### src/rtl/wph_pkg.sv
// ============================================================================
// wph_pkg: shared types and constants of the weighted particle histogram
// Sizes of the bin store, configuration register map, controller states
// and the command/status bundles between controller and datapath.
// ============================================================================
package wph_pkg;

    localparam int MAX_ROWS = 64;
    localparam int MAX_COLS = 64;
    localparam int DEPTH    = MAX_ROWS * MAX_COLS;
    localparam int ADDR_W   = (DEPTH > 1) ? $clog2(DEPTH) : 1;
    localparam int ROW_W    = (MAX_ROWS > 1) ? $clog2(MAX_ROWS) : 1;
    localparam int COL_W    = (MAX_COLS > 1) ? $clog2(MAX_COLS) : 1;
    localparam int LIM_W    = 9;
    localparam int CFG_IDX_W = 3;

    typedef enum logic [1:0] {
        FUNC_ADD,
        FUNC_READ_BIN,
        FUNC_READ_SUMS,
        FUNC_NONE
    } func_t;

    typedef enum logic [CFG_IDX_W-1:0] {
        CFG_ORIGIN_X,
        CFG_ORIGIN_Y,
        CFG_INV_STEP_X,
        CFG_INV_STEP_Y,
        CFG_ROW_COUNT,
        CFG_COL_COUNT,
        CFG_BIN_VELOCITY
    } cfg_idx_t;

    typedef struct packed {
        logic signed [31:0] origin_x;
        logic signed [31:0] origin_y;
        logic [23:0]        inv_step_x;
        logic [23:0]        inv_step_y;
        logic [6:0]         row_count;
        logic [6:0]         col_count;
        logic               bin_velocity;
    } cfg_t;

    typedef enum logic [3:0] {
        ST_CLEAR,
        ST_IDLE,
        ST_MUL,
        ST_LOCATE,
        ST_UPDATE,
        ST_BIN_RD,
        ST_BIN_WR,
        ST_SUMS,
        ST_NOP
    } state_t;

    typedef struct packed {
        logic capture;
        logic clear_step;
        logic mul;
        logic locate;
        logic bin_update;
        logic bin_read;
        logic bin_flush;
        logic sums_out;
        logic none_out;
    } dp_cmd_t;

    typedef struct packed {
        logic clear_last;
    } dp_status_t;

endpackage

### src/rtl/wph_cfg.sv
// ============================================================================
// wph_cfg: configuration register file
// Takes register writes by index; unknown indexes are dropped.
// ============================================================================
module wph_cfg (
    input  logic                             clk,
    input  logic                             rst_n,
    input  logic                             cfg_valid,
    output logic                             cfg_ready,
    input  logic [wph_pkg::CFG_IDX_W-1:0]    cfg_index,
    input  logic [31:0]                      cfg_data,
    output wph_pkg::cfg_t                    cfg
);
    import wph_pkg::*;

    cfg_t cfg_reg;
    cfg_t cfg_next;

    assign cfg_ready = 1'b1;
    assign cfg       = cfg_reg;

    always_comb
    begin
        cfg_next = cfg_reg;
        if (cfg_valid && cfg_ready)
        begin
            unique case (cfg_idx_t'(cfg_index))
                CFG_ORIGIN_X:     cfg_next.origin_x     = cfg_data;
                CFG_ORIGIN_Y:     cfg_next.origin_y     = cfg_data;
                CFG_INV_STEP_X:   cfg_next.inv_step_x   = cfg_data[23:0];
                CFG_INV_STEP_Y:   cfg_next.inv_step_y   = cfg_data[23:0];
                CFG_ROW_COUNT:    cfg_next.row_count    = cfg_data[6:0];
                CFG_COL_COUNT:    cfg_next.col_count    = cfg_data[6:0];
                CFG_BIN_VELOCITY: cfg_next.bin_velocity = cfg_data[0];
                default:          cfg_next = cfg_reg;
            endcase
        end
    end

    always_ff @(posedge clk or negedge rst_n)
    begin
        if (!rst_n)
        begin
            cfg_reg.origin_x     <= 32'sd0;
            cfg_reg.origin_y     <= 32'sd0;
            cfg_reg.inv_step_x   <= 24'd65536;
            cfg_reg.inv_step_y   <= 24'd65536;
            cfg_reg.row_count    <= 7'd64;
            cfg_reg.col_count    <= 7'd64;
            cfg_reg.bin_velocity <= 1'b0;
        end
        else
        begin
            cfg_reg <= cfg_next;
        end
    end

endmodule

### config.mk
export PLATFORM = sky130hd
export DESIGN_NAME = wph_cfg
export DESIGN_NICKNAME = d
export VERILOG_FILES = /design/src/rtl/wph_pkg.sv /design/src/rtl/wph_cfg.sv
export SDC_FILE = /design/constraint.sdc
export NUM_CORES = 1
export LEC_CHECK = 0
export BUFFER_PORTS_ARGS = -buffer_cell sky130_fd_sc_hd__buf_2
export CORE_MARGIN = 4
export CORE_UTILIZATION = 40
export DETAILED_ROUTE_END_ITERATION = 7
export GPL_ROUTABILITY_DRIVEN = 0
export HOLD_SLACK_MARGIN = 0.06
export PLACE_DENSITY = 0.66
export SETUP_SLACK_MARGIN = 0.1
export SLEW_MARGIN = 20
export SYNTH_ARGS = -nofsm -noshare
export SYNTH_HDL_FRONTEND = slang
export SYNTH_SLANG_ARGS = --single-unit
### constraint.sdc
create_clock -name clk -period 1.65 [get_ports clk]
set_input_delay 0.165 -clock clk [delete_from_list [all_inputs] [get_ports clk]]
set_output_delay 0.165 -clock clk [all_outputs]
set_load 0.03 [all_outputs]
---- Yosys cells after proc, flatten, opt, wreduce, memory -nomap -nowiden ----
Index checks and enable logic that the tools add are counted.
cells by class
  eq/ne operators ......................... 6
  reductions and logical operators ........ 8
operators by type and width
  kind                                            count
  AND reduction 2 bit                             7
  == test 3 bit (second input constant)           3
  == test 3 x 2 -> 1 bit (second input constant)  2
  == test 3 x 1 -> 1 bit (second input constant)  1
  zero test 3 bit                                 1
word-level totals
  register bits ........................... 127
  input bits .............................. 38
  output and inout bits ................... 128
  logic and storage cells ................. 21

---- Depth between registers and ports, before layout ----
  word-level depth ........................ 2
  mapped depth ............................ 5
  depth with buffers taken out ............ 2

---- Least setup slack after synthesis ----
Ideal clock, no wire load.
  path kind ............................... input to register
  start point ............................. in cfg_index[0] (netlist name)
  end point ............................... reg cfg_reg (netlist bit cfg[114])
  arrival time ............................ 1211 ps
  required time ........................... 1525 ps
  setup slack ............................. 314 ps
  stages on the path ...................... 4
  buffers on the path ..................... 2
  cell sequence ........................... buf_6 nor4b_4 buf_6 mux2_4
between the ends
  longest elaborated chain between the ends .. 2
ends and longest elaborated chain
  what                           RTL line       text
  start, declared                wph_cfg.sv:10  input logic [wph_pkg::CFG_IDX_W-1:0] cfg_index,
  zero test 3 bit                wph_cfg.sv:27  unique case (cfg_idx_t'(cfg_index))
  AND reduction 2 bit (no line)  --
  end signal, assigned           wph_cfg.sv:54  cfg_reg <= cfg_next;
  end, declared                  wph_cfg.sv:16  cfg_t cfg_reg;
Every way passes these cells.
A chain may end at the register's enable or synchronous reset.

---- Worst setup path in the final report ----
  start point ............................. reg cfg_reg (netlist bit cfg[14])
  end point ............................... out cfg[14] (netlist name)
RTL lines
  what           RTL line       text
  end, declared  wph_cfg.sv:12  output wph_pkg::cfg_t cfg
No word-level cell between the ends.

==> metrics.txt <==
run status finished, final reports clean; LEAKAGE 3.27 nW; worst hold endpoint cfg[65]; Setup crit start kind register; FF-to-FF path depth 1; register area 3180 sq um; crit path kind reg -> out; hold path depth 2; Critical Path Sink Type output pin; hold_sp cfg_data[2]; Fmax 777 MHz; FF-to-FF setup slack 0.85 ns; Routed Antenna Nets 0; Final TNS setup 0 ns; CTS buffer count 17; endpoints failing setup 0; Peak VDD IR 0.748 mV; area of the multi-input gates 1590 sq um; Avg WL per Cell 17.5 um; fill cell count 976; Starting Density 0.408; layout cell share with drive strength beyond 1 0.577; Ports 166; largest net degree at the start of global routing 51; CP max FO 2; initial antenna violation count 0; worst r2r src cfg[44]; post-synthesis sequential area ratio 0.653; Cell Area, Placed 5910 sq um; Mapped Nets 315; Die X 118 um; CP delay by family, top flip-flops; worst path bufs/invs 1; Post-CTS Setup Repair Bufs 0; worst-skew pair later-pin latency 0.40 ns; DRC viols 0; Placeable Area 12,000 sq um; critical path cell sequence buf_2; Cell Area, Synth 4870 sq um; Die Height 118 um; WL met3 922 um; CTS H-tree lvls 4; fin. max-slew vios 0; row cnt 40; number of synthesized register bits 127; diode count 0; Final HPWL DP 7.65 mm; power per cell area 1620 nW/um^2; Die ar. 14,000 sq um; wl on met1 4.73 mm; WP data required 1.48 ns; slowest CP cell dfstp_2; routed wire length on met2 5.35 mm; max reg flops 127; total gr overflow 0; Ys Warns 0; DR vias/cell 4.90; HP Class in -> reg; Clock Sinks 127; Pwr Total 0.0109 W; Max Root-Sink Buffers 2; Area contributors post-synth dfrtp_1, mux2_2, mux2_1, mux2_4, dfstp_2; clk_skew 0 ns; final instance area 6780 sq um; DR top layer met4; period utilization 0.780; r2r endpoint cfg[44]; top cell type's share of synthesized area 0.631; CTS clk-pin slew, worst paths 0.05 ns; post-layout minimum cycle time 1.29 ns; Port Buf Inserts 164; Root Driver clkbuf_16; Post-Syn Instances 277; Total GRT Usage 0.171; Iter 0 DRT Violations 95; endpoints failing hold 0; post-cts sizing count 0; via count 3,138; Crit path largest cell delay 0.53 ns; area leader, netlist dfrtp_1; RSZ-0062 raised after global routing false; Final nets 520; vias in the first global route 3,550; Pre-Repair DR Iteration Count 4; post-synthesis cell type count 13; Area growth, synth to finish 39.0%; first-pass GRT wire length 18.8 mm; average size of a mapped cell 17.6 sq um; Critical Path AT 1.12 ns; # Max-Cap Violations 0; final wirelength 11.2 mm; TritonCTS clock tree done
power by group:
| part | switching, W | total, W | internal (W) |
|---|---|---|---|
| Clock | 0.00123 | 0.00367 | 0.00244 |
| Combinational | 0.00205 | 0.00310 | 0.00105 |
| Sequential | 0.000354 | 0.00418 | 0.00382 |
| Total | 0.00364 | 0.0109 | 0.00731 |
Yosys cell counts:
cell      count
dfrtp_1     123
nor4bb_1      3
mux2_4       10
conb_1        1
nor4b_4       1
mux2_2       67
nand4b_2      1
buf_2         5
dfstp_2       4
nand4b_1      2
mux2_1       50
buf_4         1
buf_6         9
cells in the final DEF (no fill, tap or decap), drive strengths merged:
cell | netlist | routed
dfstp | 4 | 4
conb | 1 | 1
clkinv | 0 | 4
nand4b | 3 | 3
nor4bb | 3 | 3
dlygate4sd3 | 0 | 28
buf | 15 | 173
bufinv | 0 | 3
clkbuf | 0 | 24
nor4b | 1 | 1
mux2 | 127 | 127
dfrtp | 123 | 123
area by class of cell:
class,count,area share
repair buffers,201,0.182
well taps,147,0.0271
multi-input cells,135,0.235
clock buffers,24,0.0696
clock inverters,7,0.0162
flip-flops and latches,127,0.470
what timing repair did:
| action | 4_1_cts | 5_1_grt |
|---|---|---|
| hold buffers | 28 | 0 |
| setup endpoints to repair | 0 | 0 |
| endpoints found under the hold margin | 122 | 0 |
layer usage:
layer / vias to the layer above / track usage
met4: 0 / 0.0710
met3: 19 / 0.0694
met1: 1601 / 0.205
li1: 1403 / -
met5: - / 0
met2: 115 / 0.274
cells by family after synthesis:
group	count (synthesis)	share of synthesized area
mux	127	0.301
buf+inv	15	0.0275
flops	127	0.653
simple gates	7	0.0177
other cells	1	0.000769
how the worst max path moves through the flow:
| stage | from | end | depth (start not counted) |
|---|---|---|---|
| after floorplan | cfg_index[0] | cfg[114] | 4 |
| after global placement | cfg_index[1] | cfg[94] | 4 |
| after detailed placement | cfg_index[1] | cfg[76] | 4 |
| after CTS | cfg[14] | cfg[14] | 1 |
| after global routing | cfg[7] | cfg[7] | 1 |
| final | cfg[14] | cfg[14] | 1 |
metrics by stage:
stage / hold WS (ns) / util / cells / setup slack, ns
2_1_floorplan: -0.131 / - / 277 / 0.314
3_3_place_gp: 0.138 / 0.494 / 582 / 0.129
3_5_place_dp: 0.143 / 0.494 / 582 / 0.120
4_1_cts: 0.0684 / 0.567 / 641 / 0.340
5_1_grt: 0.0809 / 0.567 / 641 / 0.312
6_report: 0.0823 / 0.567 / 641 / 0.363
Power figures use the tool's default switching activity.
