### src/rtl/wph_pkg.sv
// ============================================================================
// wph_pkg: shared types and constants of the weighted particle histogram
// Sizes of the bin store, configuration register map, controller states
// and the command/status bundles between controller and datapath.
// ============================================================================
package wph_pkg;

    localparam int MAX_ROWS = 64;
    localparam int MAX_COLS = 64;
    localparam int DEPTH    = MAX_ROWS * MAX_COLS;
    localparam int ADDR_W   = (DEPTH > 1) ? $clog2(DEPTH) : 1;
    localparam int ROW_W    = (MAX_ROWS > 1) ? $clog2(MAX_ROWS) : 1;
    localparam int COL_W    = (MAX_COLS > 1) ? $clog2(MAX_COLS) : 1;
    localparam int LIM_W    = 9;
    localparam int CFG_IDX_W = 3;

    typedef enum logic [1:0] {
        FUNC_ADD,
        FUNC_READ_BIN,
        FUNC_READ_SUMS,
        FUNC_NONE
    } func_t;

    typedef enum logic [CFG_IDX_W-1:0] {
        CFG_ORIGIN_X,
        CFG_ORIGIN_Y,
        CFG_INV_STEP_X,
        CFG_INV_STEP_Y,
        CFG_ROW_COUNT,
        CFG_COL_COUNT,
        CFG_BIN_VELOCITY
    } cfg_idx_t;

    typedef struct packed {
        logic signed [31:0] origin_x;
        logic signed [31:0] origin_y;
        logic [23:0]        inv_step_x;
        logic [23:0]        inv_step_y;
        logic [6:0]         row_count;
        logic [6:0]         col_count;
        logic               bin_velocity;
    } cfg_t;

    typedef enum logic [3:0] {
        ST_CLEAR,
        ST_IDLE,
        ST_MUL,
        ST_LOCATE,
        ST_UPDATE,
        ST_BIN_RD,
        ST_BIN_WR,
        ST_SUMS,
        ST_NOP
    } state_t;

    typedef struct packed {
        logic capture;
        logic clear_step;
        logic mul;
        logic locate;
        logic bin_update;
        logic bin_read;
        logic bin_flush;
        logic sums_out;
        logic none_out;
    } dp_cmd_t;

    typedef struct packed {
        logic clear_last;
    } dp_status_t;

endpackage

### src/rtl/wph_ctrl.sv
// ============================================================================
// wph_ctrl: sequencing controller
// Sweeps the bin store clear after reset, then steps each command through
// the datapath and drives busy.
// ============================================================================
module wph_ctrl (
    input  logic                 clk,
    input  logic                 rst_n,
    input  logic                 start,
    input  logic [1:0]           func,
    output logic                 busy,
    output wph_pkg::dp_cmd_t     cmd,
    input  wph_pkg::dp_status_t  status
);
    import wph_pkg::*;

    state_t state_reg;
    state_t state_next;

    always_comb
    begin
        state_next = state_reg;
        unique case (state_reg)
            ST_CLEAR:
            begin
                if (status.clear_last)
                    state_next = ST_IDLE;
            end
            ST_IDLE:
            begin
                if (start)
                begin
                    unique case (func_t'(func))
                        FUNC_ADD:       state_next = ST_MUL;
                        FUNC_READ_BIN:  state_next = ST_BIN_RD;
                        FUNC_READ_SUMS: state_next = ST_SUMS;
                        FUNC_NONE:      state_next = ST_NOP;
                    endcase
                end
            end
            ST_MUL:    state_next = ST_LOCATE;
            ST_LOCATE: state_next = ST_UPDATE;
            ST_UPDATE: state_next = ST_IDLE;
            ST_BIN_RD: state_next = ST_BIN_WR;
            ST_BIN_WR: state_next = ST_IDLE;
            ST_SUMS:   state_next = ST_IDLE;
            ST_NOP:    state_next = ST_IDLE;
            default:   state_next = ST_IDLE;
        endcase
    end

    always_comb
    begin
        cmd            = '0;
        busy           = (state_reg != ST_IDLE);
        cmd.capture    = (state_reg == ST_IDLE) && start;
        cmd.clear_step = (state_reg == ST_CLEAR);
        cmd.mul        = (state_reg == ST_MUL);
        cmd.locate     = (state_reg == ST_LOCATE);
        cmd.bin_update = (state_reg == ST_UPDATE);
        cmd.bin_read   = (state_reg == ST_BIN_RD);
        cmd.bin_flush  = (state_reg == ST_BIN_WR);
        cmd.sums_out   = (state_reg == ST_SUMS);
        cmd.none_out   = (state_reg == ST_NOP);
    end

    always_ff @(posedge clk or negedge rst_n)
    begin
        if (!rst_n)
            state_reg <= ST_CLEAR;
        else
            state_reg <= state_next;
    end

endmodule

### config.mk
export PLATFORM = sky130hd
export DESIGN_NAME = wph_ctrl
export DESIGN_NICKNAME = d
export VERILOG_FILES = /design/src/rtl/wph_pkg.sv /design/src/rtl/wph_ctrl.sv
export SDC_FILE = /design/constraint.sdc
export NUM_CORES = 1
export LEC_CHECK = 0
export BUFFER_PORTS_ARGS = -buffer_cell sky130_fd_sc_hd__buf_2
export CAP_MARGIN = 5
export CORE_AREA = 4 4 41 43
export CTS_CLUSTER_DIAMETER = 120
export DETAILED_ROUTE_END_ITERATION = 7
export DIE_AREA = 0 0 45 47
export GPL_TIMING_DRIVEN = 0
export PLACE_DENSITY = 0.52
export SYNTH_ARGS = -nofsm -noshare
export SYNTH_HDL_FRONTEND = slang
export SYNTH_SLANG_ARGS = --single-unit
### constraint.sdc
create_clock -name clk -period 1.4 [get_ports clk]
set_clock_uncertainty 0.1 [all_clocks]
set_input_delay 0.21 -clock clk [delete_from_list [all_inputs] [get_ports clk]]
set_output_delay 0.21 -clock clk [all_outputs]
set_load 0.01 [all_outputs]
# [After elaboration in Yosys (flattened, before gate mapping)]
# Index checks and enable logic that the tools add are counted.
[totals] mem_bits_rw=0 out_inout_bits=10 latchBits=0 memories=0 reg_bits=4 rom_bits=0
[op_classes] n_reduce_logical=4 n_mul=0 shifts=0 mux=4 div=0 magnitude_cmp=0 n_eq_ne=14 n_bitwise=0 add_sub_neg=0
[op_table] cell="case mux 4 bit (5 select lines)" n=1
[op_table] cell="== test 4 x 3 -> 1 bit (second input constant)" n=4
[op_table] cell="case mux 4 bit (4 select lines)" n=1
[op_table] cell="== test 4 x 2 -> 1 bit (second input constant)" n=2
[op_table] cell="2-to-1 mux 4 bit" n=2
[op_table] cell="== test 2 bit (second input constant)" n=2
[op_table] cell="== test 4 x 1 -> 1 bit (second input constant)" n=1
[op_table] cell="== test 4 bit (second input constant)" n=1
[op_table] cell="logical NOT 4 bit" n=1
[op_table] cell="!= test 4 x 1 -> 1 bit (second input constant)" n=1
[op_table] cell="== test 2 x 1 -> 1 bit (second input constant)" n=1
[op_table] cell="logical NOT 2 bit" n=1
[op_table] cell="!= test 2 x 1 -> 1 bit (second input constant)" n=1
[op_table] cell="!= test 2 bit (second input constant)" n=1
[op_table] cell="AND reduction 2 bit" n=1
[op_table] cell="logical AND 1 bit" n=1

# [Longest topological paths before layout]
# Gate-level depths: netlist of the first run.
[logic_depth] depth_word=4 mapped_depth=5 ltp_nobuf=5

# [Least setup slack after synthesis of the first run]
# Ideal clock, no wire load.
[synth_path] kind="reg2out" start="register state_reg[1]" end="output port cmd[0] (netlist name)" path_slack_ns=0.103 path_stages_with_launch=3 n_path_buf=1 t_arrival_ns=0.987 cell_sequence="dfrtp_1 -> buf_6 -> nor4b_1"
[synth_rtl] element="from (decl)" line="wph_ctrl.sv:17" source="state_t state_reg;"
[synth_rtl] element="from (signal assigned)" line="wph_ctrl.sv:72" source="state_reg <= state_next;"
[synth_rtl] element="to (decl)" line="wph_ctrl.sv:12" source="output wph_pkg::dp_cmd_t cmd,"

==> impl_metrics.json, run 1 <==
{
  "vias_per_cell": 4.87,
  "postLayoutCoreUtil_pct": 46.4,
  "floorplan.die.height_um": 47,
  "placeableCoreArea_um2": 1300,
  "final_setup_vio_count": 11,
  "global_routing_met2_resource_utilization_pct": 17.8,
  "power.density_cell_area_nw_per_um2": 2030,
  "clock-root-buffer": "clkbuf_4",
  "run_status": "finished, violations left",
  "syn_area_per_cell_um2": 8.97,
  "detail_route.drc_violations": 0,
  "netlist.area_leader.share_pct": 26.6,
  "cts_bufs_inserted": 3,
  "holdWs_ns": 0.196,
  "setup.worst_path.end_class": "output pin",
  "syn-cell-area_um2": 377,
  "antennaDiodeCount": 0,
  "grt_util_all_layers_pct": 11.6,
  "nets": 78,
  "final_cells": 82,
  "worst_slack_placed_ns": 0.0605,
  "vias": 399,
  "use_met1_pct": 13.1,
  "grt_pass1_wl_um": 1660,
  "synth.ff_latch_count": 4,
  "synth_warnings": 0,
  "clockBufferDepth": 2,
  "totalWireLength_um": 952,
  "post-route-worst-setup-slack_ns": -0.128,
  "path_class": "reg -> out",
  "crit_path_start_kind": "flip-flop",
  "timing.final.max_slew_violations": 0,
  "peakVddDrop_mv": 0.910,
  "avgRoutedWirePerCell_um": 11.6,
  "1st_iter_drt_viols": 5,
  "crit_arrival_ns": 1.22,
  "synth_cell_type_count": 25,
  "gp_congestion": 0.791,
  "hp-class": "in -> async",
  "worst-slew-pin-transition_ns": 0.254,
  "p_leak_nw": 0.309,
  "areaGrowthSynthToFinish_pct": 60.5,
  "fin_crit_ns": 1.53,
  "groute.layer.met3.usage_pct": 2.68,
  "final_hold_viol_count": 0,
  "fillers": 135,
  "chipWidth_um": 45,
  "dp_hpwl_um": 600,
  "worstSkewPairLatency_ns": 0.24,
  "tritoncts_num_sinks": 4,
  "top_level_ports": 16,
  "fmax_ghz": 0.654,
  "grt.busiest_layer": "met2",
  "cts_tree": "yes",
  "synth_area_leaders": "dfrtp_1, ha_1, buf_6",
  "crit_required_ns": 1.09,
  "drt_pre_antenna_iters": 4,
  "antenna_violating_nets_post_route": 0,
  "synth_top_cell_by_area": "dfrtp_1",
  "finalSetupTns_ns": -0.694,
  "initial_utilization_pct": 28.9,
  "slew_headroom_pct": 83.0,
  "antenna_violations_before_repair": 0,
  "clock_tree.htree_level_count": 1,
  "design.die.area_um2": 2120,
  "largest_register_ffs": 4,
  "final_layout_size_suffix_gt1_share_pct": 59.7,
  "cts.clk_slew.worst_paths_ns": 0.04,
  "global_route.overflow_total": 0,
  "failing_checks": "negative setup slack",
  "timing.max_cap.violations": 0,
  "post-layout-total-power_mw": 1.22,
  "synthesis.instances": 42,
  "stdcell_area_um2": 604,
  "io_buffer_count": 15,
  "critical_path_peak_fanout": 6,
  "synthesis.nets": 51,
  "post_dp_cell_area_um2": 470,
  "placement_rows": 13,
  "grt_setup_unrepaired": "true",
  "largest_net_degree_at_the_start_of_global_routing": 11,
  "finalCritPeriodShare_pct": 109,
  "placedCellCount": 72,
  "synth-seq-area-share_pct": 26.6,
  "vias_in_the_first_global_route": 381
}
## logic make-up (layout without fill, tap and decap cells)
logic type	Yosys count	after routing	synth area share, %
simple gates	19	19	26.3
fa+ha+maj	3	3	9.97
flops	4	4	26.6
mux	1	1	3.99
buf+inv	7	32	14.9
compound gates	8	8	18.3
## power breakdown
group | total, mW | switching, mW | internal (mW)
Clock | 0.147 | 0.0507 | 0.0961
Combinational | 0.890 | 0.448 | 0.442
Sequential | 0.188 | 0.0264 | 0.161
Total | 1.22 | 0.525 | 0.699
## synthesized netlist by cell type
cell and number:
nor2_1 5, dfrtp_1 4, nor3_1 4, ha_1 3
inv_1 3, nand2_1 3, buf_6 2, a2111oi_2 1
a211oi_2 1, a21o_1 1, a21oi_1 1, a22oi_1 1
a2bb2oi_1 1, and2_1 1, and2b_2 1, and3_1 1
buf_4 1, buf_8 1, mux2_4 1, nand2b_1 1
nor2b_1 1, nor4_1 1, nor4b_1 1, o211ai_1 1
o21ai_0 1
## worst max-delay path: stages, from the launching register on
cell and delay, ns:
dfrtp_1 0.36, buf_6 0.13, and2b_2 0.22, and3_4 0.16
buf_6 0.11
## timing repair
action | CTS | global route
hold buffers | 1 | 0
resized for setup | 8 | 3
pin swaps | 4 | 0
hold endpoints to repair | 4 | 0
buffers inserted | 6 | 0
setup endpoints to repair | 10 | 11
## layout make-up
class / count / area [um2] / area share (%)
Clock buffer: 3 / 22.5 / 3.73
Sequential cell: 4 / 100 / 16.6
Tap cell: 15 / 18.8 / 3.11
Inverter: 3 / 11.3 / 1.86
Timing Repair Buffer: 22 / 136 / 22.6
Multi-Input combinational cell: 31 / 270 / 44.7
Buffer: 4 / 45.0 / 7.45
## final timing paths
path,start,to,slack [ns],cells after the start
max in group asynchronous,rst_n,state_reg[3],0.88,2
worst min register to register,state_reg[3],state_reg[1],0.46,2
worst min-delay path,rst_n,state_reg[2],0.20,2
worst max-delay path,state_reg[0],cmd[8],-0.13,4
min in group clk,start,state_reg[1],0.20,3
worst max register to register,state_reg[0],state_reg[2],-0.04,5
## metal layers
layer	part of all wire (%)	routed length, um	vias up
met4	2.2	21	0
li1	-	-	193
met3	3.0	29	3
met1	42	403	194
met2	52	498	9
met5	0	0	-
## cell usage in the layout (no fill, tap or decap), types with 2 or more instances in the layout
cell,Yosys,final
nor3_2,0,2
nor3_1,4,2
ha_1,3,3
clkbuf_4,0,3
nor2_1,5,5
buf_6,2,3
inv_1,3,2
buf_4,1,7
dfrtp_1,4,4
buf_2,0,14
nand2_1,3,2
No activity file was read; power rests on OpenSTA's default activity.
==> run 2: changes to the inputs <==
--- a/config.mk
+++ b/config.mk
@@ -7,12 +7,14 @@
 export LEC_CHECK = 0
 export BUFFER_PORTS_ARGS = -buffer_cell sky130_fd_sc_hd__buf_2
 export CAP_MARGIN = 5
+export CELL_PAD_IN_SITES_DETAIL_PLACEMENT = 0
+export CELL_PAD_IN_SITES_GLOBAL_PLACEMENT = 1
 export CORE_AREA = 4 4 41 43
 export CTS_CLUSTER_DIAMETER = 120
 export DETAILED_ROUTE_END_ITERATION = 7
 export DIE_AREA = 0 0 45 47
 export GPL_TIMING_DRIVEN = 0
-export PLACE_DENSITY = 0.52
+export PLACE_DENSITY = 0.68
 export SYNTH_ARGS = -nofsm -noshare
 export SYNTH_HDL_FRONTEND = slang
 export SYNTH_SLANG_ARGS = --single-unit
==> run 2 against run 1 <==
Compared with the run above:
- the flow still finishes with violations (negative setup slack)
- critical path type unchanged
- fmax hardly changed
- wire length is 1.9% lower
- worst hold slack worse by 0.010 ns
- power is 2.0% higher
- critical endpoint unchanged
- cell count is 1.2% higher
- die area stayed put
- largest power group unchanged
==> impl_metrics.json, run 2 (synthesis results as in run 1) <==
{
  "holdWs_ns": 0.186,
  "timing.hold.worst_path_depth": 3,
  "mostFrequentLayoutCell": "buf_2",
  "placeableCoreArea_um2": 1300,
  "detail_route.drc_violations": 0,
  "post-layout-total-power_mw": 1.25,
  "chipWidth_um": 45,
  "1st_iter_drt_viols": 2,
  "critical_path_peak_fanout": 6,
  "grt_pass1_wl_um": 1450,
  "clock_tree.htree_level_count": 1,
  "antennaDiodeCount": 0,
  "initial_utilization_pct": 28.9,
  "tritoncts_num_sinks": 4,
  "run_status": "finished, violations left",
  "slew_headroom_pct": 82.1,
  "areaGrowthSynthToFinish_pct": 66.8,
  "placement_rows": 13,
  "vias": 386,
  "vias_per_cell": 4.65,
  "min_to": "state_reg[1]",
  "nets": 79,
  "grt_setup_unrepaired": "true",
  "crit_required_ns": 1.09,
  "dp_hpwl_um": 640,
  "setup.worst_path.end_class": "output pin",
  "fmax_ghz": 0.655,
  "timing.reg2reg.worst_path_depth": 5,
  "worst-slew-pin-transition_ns": 0.267,
  "clock-root-buffer": "clkbuf_4",
  "fin_crit_ns": 1.53,
  "largest_net_degree_at_the_start_of_global_routing": 9,
  "crit_path_start_kind": "flip-flop",
  "clockBufferDepth": 2,
  "design.die.area_um2": 2120,
  "antenna_violations_before_repair": 0,
  "top_level_ports": 16,
  "largest_register_ffs": 4,
  "antenna_violating_nets_post_route": 0,
  "avgRoutedWirePerCell_um": 11.3,
  "drt_pre_antenna_iters": 2,
  "timing.max_cap.violations": 0,
  "hp-class": "in -> reg",
  "fillers": 141,
  "power.density_cell_area_nw_per_um2": 1990,
  "final_setup_vio_count": 11,
  "worstSkewPairLatency_ns": 0.24,
  "highest_count_cells_in_the_layout_ignoring_fill_and_taps": "buf_2, buf_4",
  "final_cells": 83,
  "min-delay-start": "start",
  "reg2reg_slack_ns": -0.03,
  "grt_util_all_layers_pct": 9.90,
  "global_route.overflow_total": 0,
  "worst_setup_path_startpoint": "state_reg[0]",
  "cts_tree": "yes",
  "io_buffer_count": 15,
  "gp_congestion": 0.726,
  "post-route-worst-setup-slack_ns": -0.127,
  "path_class": "reg -> out",
  "vias_in_the_first_global_route": 384,
  "peakVddDrop_mv": 0.771,
  "failing_checks": "negative setup slack",
  "placedCellCount": 72,
  "timing.rr.end": "state_reg[2]",
  "reg_to_reg_start": "state_reg[0]",
  "cts_bufs_inserted": 3,
  "crit_arrival_ns": 1.22,
  "p_leak_nw": 0.321,
  "final_hold_viol_count": 0,
  "cts.clk_slew.worst_paths_ns": 0.04,
  "final_layout_size_suffix_gt1_share_pct": 67.6,
  "postLayoutCoreUtil_pct": 48.3,
  "floorplan.die.height_um": 47,
  "totalWireLength_um": 934,
  "finalCritPeriodShare_pct": 109,
  "timing.final.max_slew_violations": 0
}
run 2: cell count changes in the layout (fill, tap and decap cells not counted), sizes merged:
cell / previous run / this run
buf: 25 / 26
run 2: how the worst max path moves through the flow:
| stage | end | cells after the start |
|---|---|---|
| 2_1_floorplan | cmd[0] | 2 |
| 3_3_place_gp | cmd[8] | 4 |
| 3_5_place_dp | cmd[8] | 4 |
| 4_1_cts | cmd[8] | 4 |
| 5_1_grt | cmd[8] | 4 |
| 6_report | cmd[8] | 4 |
run 2: routing by layer:
metal	vias up	routed length [um]	global-route usage (%)
met1	180	415	10.5
met4	0	14	11.1
li1	197	-	-
met2	7	476	15.0
met5	-	0	0
met3	2	28	2.68
run 2: cell type report:
| class | instances | area (um2) | share of cell area (%) |
|---|---|---|---|
| buffer | 4 | 48.8 | 7.77 |
| clock buffer | 3 | 22.5 | 3.59 |
| inverter | 3 | 11.3 | 1.79 |
| multi-input combinational | 31 | 283 | 45.0 |
| sequential | 4 | 100 | 15.9 |
| tap | 15 | 18.8 | 2.99 |
| timing repair buffer | 23 | 144 | 22.9 |
run 2: stage by stage:
| step | setup TNS [ns] | area, um2 | worst slack [ns] |
|---|---|---|---|
| 6_report | -0.558 | 628 | -0.127 |
| 3_5_place_dp | 0 | 470 | 0.0612 |
| 4_1_cts | -0.736 | 602 | -0.119 |
| 2_1_floorplan | 0 | 377 | 0.103 |
| 3_3_place_gp | 0 | 470 | 0.0621 |
| 5_1_grt | -1.10 | 628 | -0.151 |
run 2: power breakdown:
part           internal (mW)  switching [mW]
clock network         0.0961          0.0501
logic                  0.458           0.455
registers              0.161          0.0293
run 2: critical path: stages, from the launching register on:
cell and delay (ns):
dfrtp_1 0.36, buf_6 0.13, and2b_2 0.22, and3_4 0.16
buf_6 0.11
run 2: timing repair:
item / 4_1_cts / 5_1_grt
hold endpoints to repair: 4 / 0
hold buffers: 1 / 0
pin swaps: 7 / 0
setup endpoints to repair: 10 / 12
buffers inserted: 7 / 0
resized for setup: 9 / 7
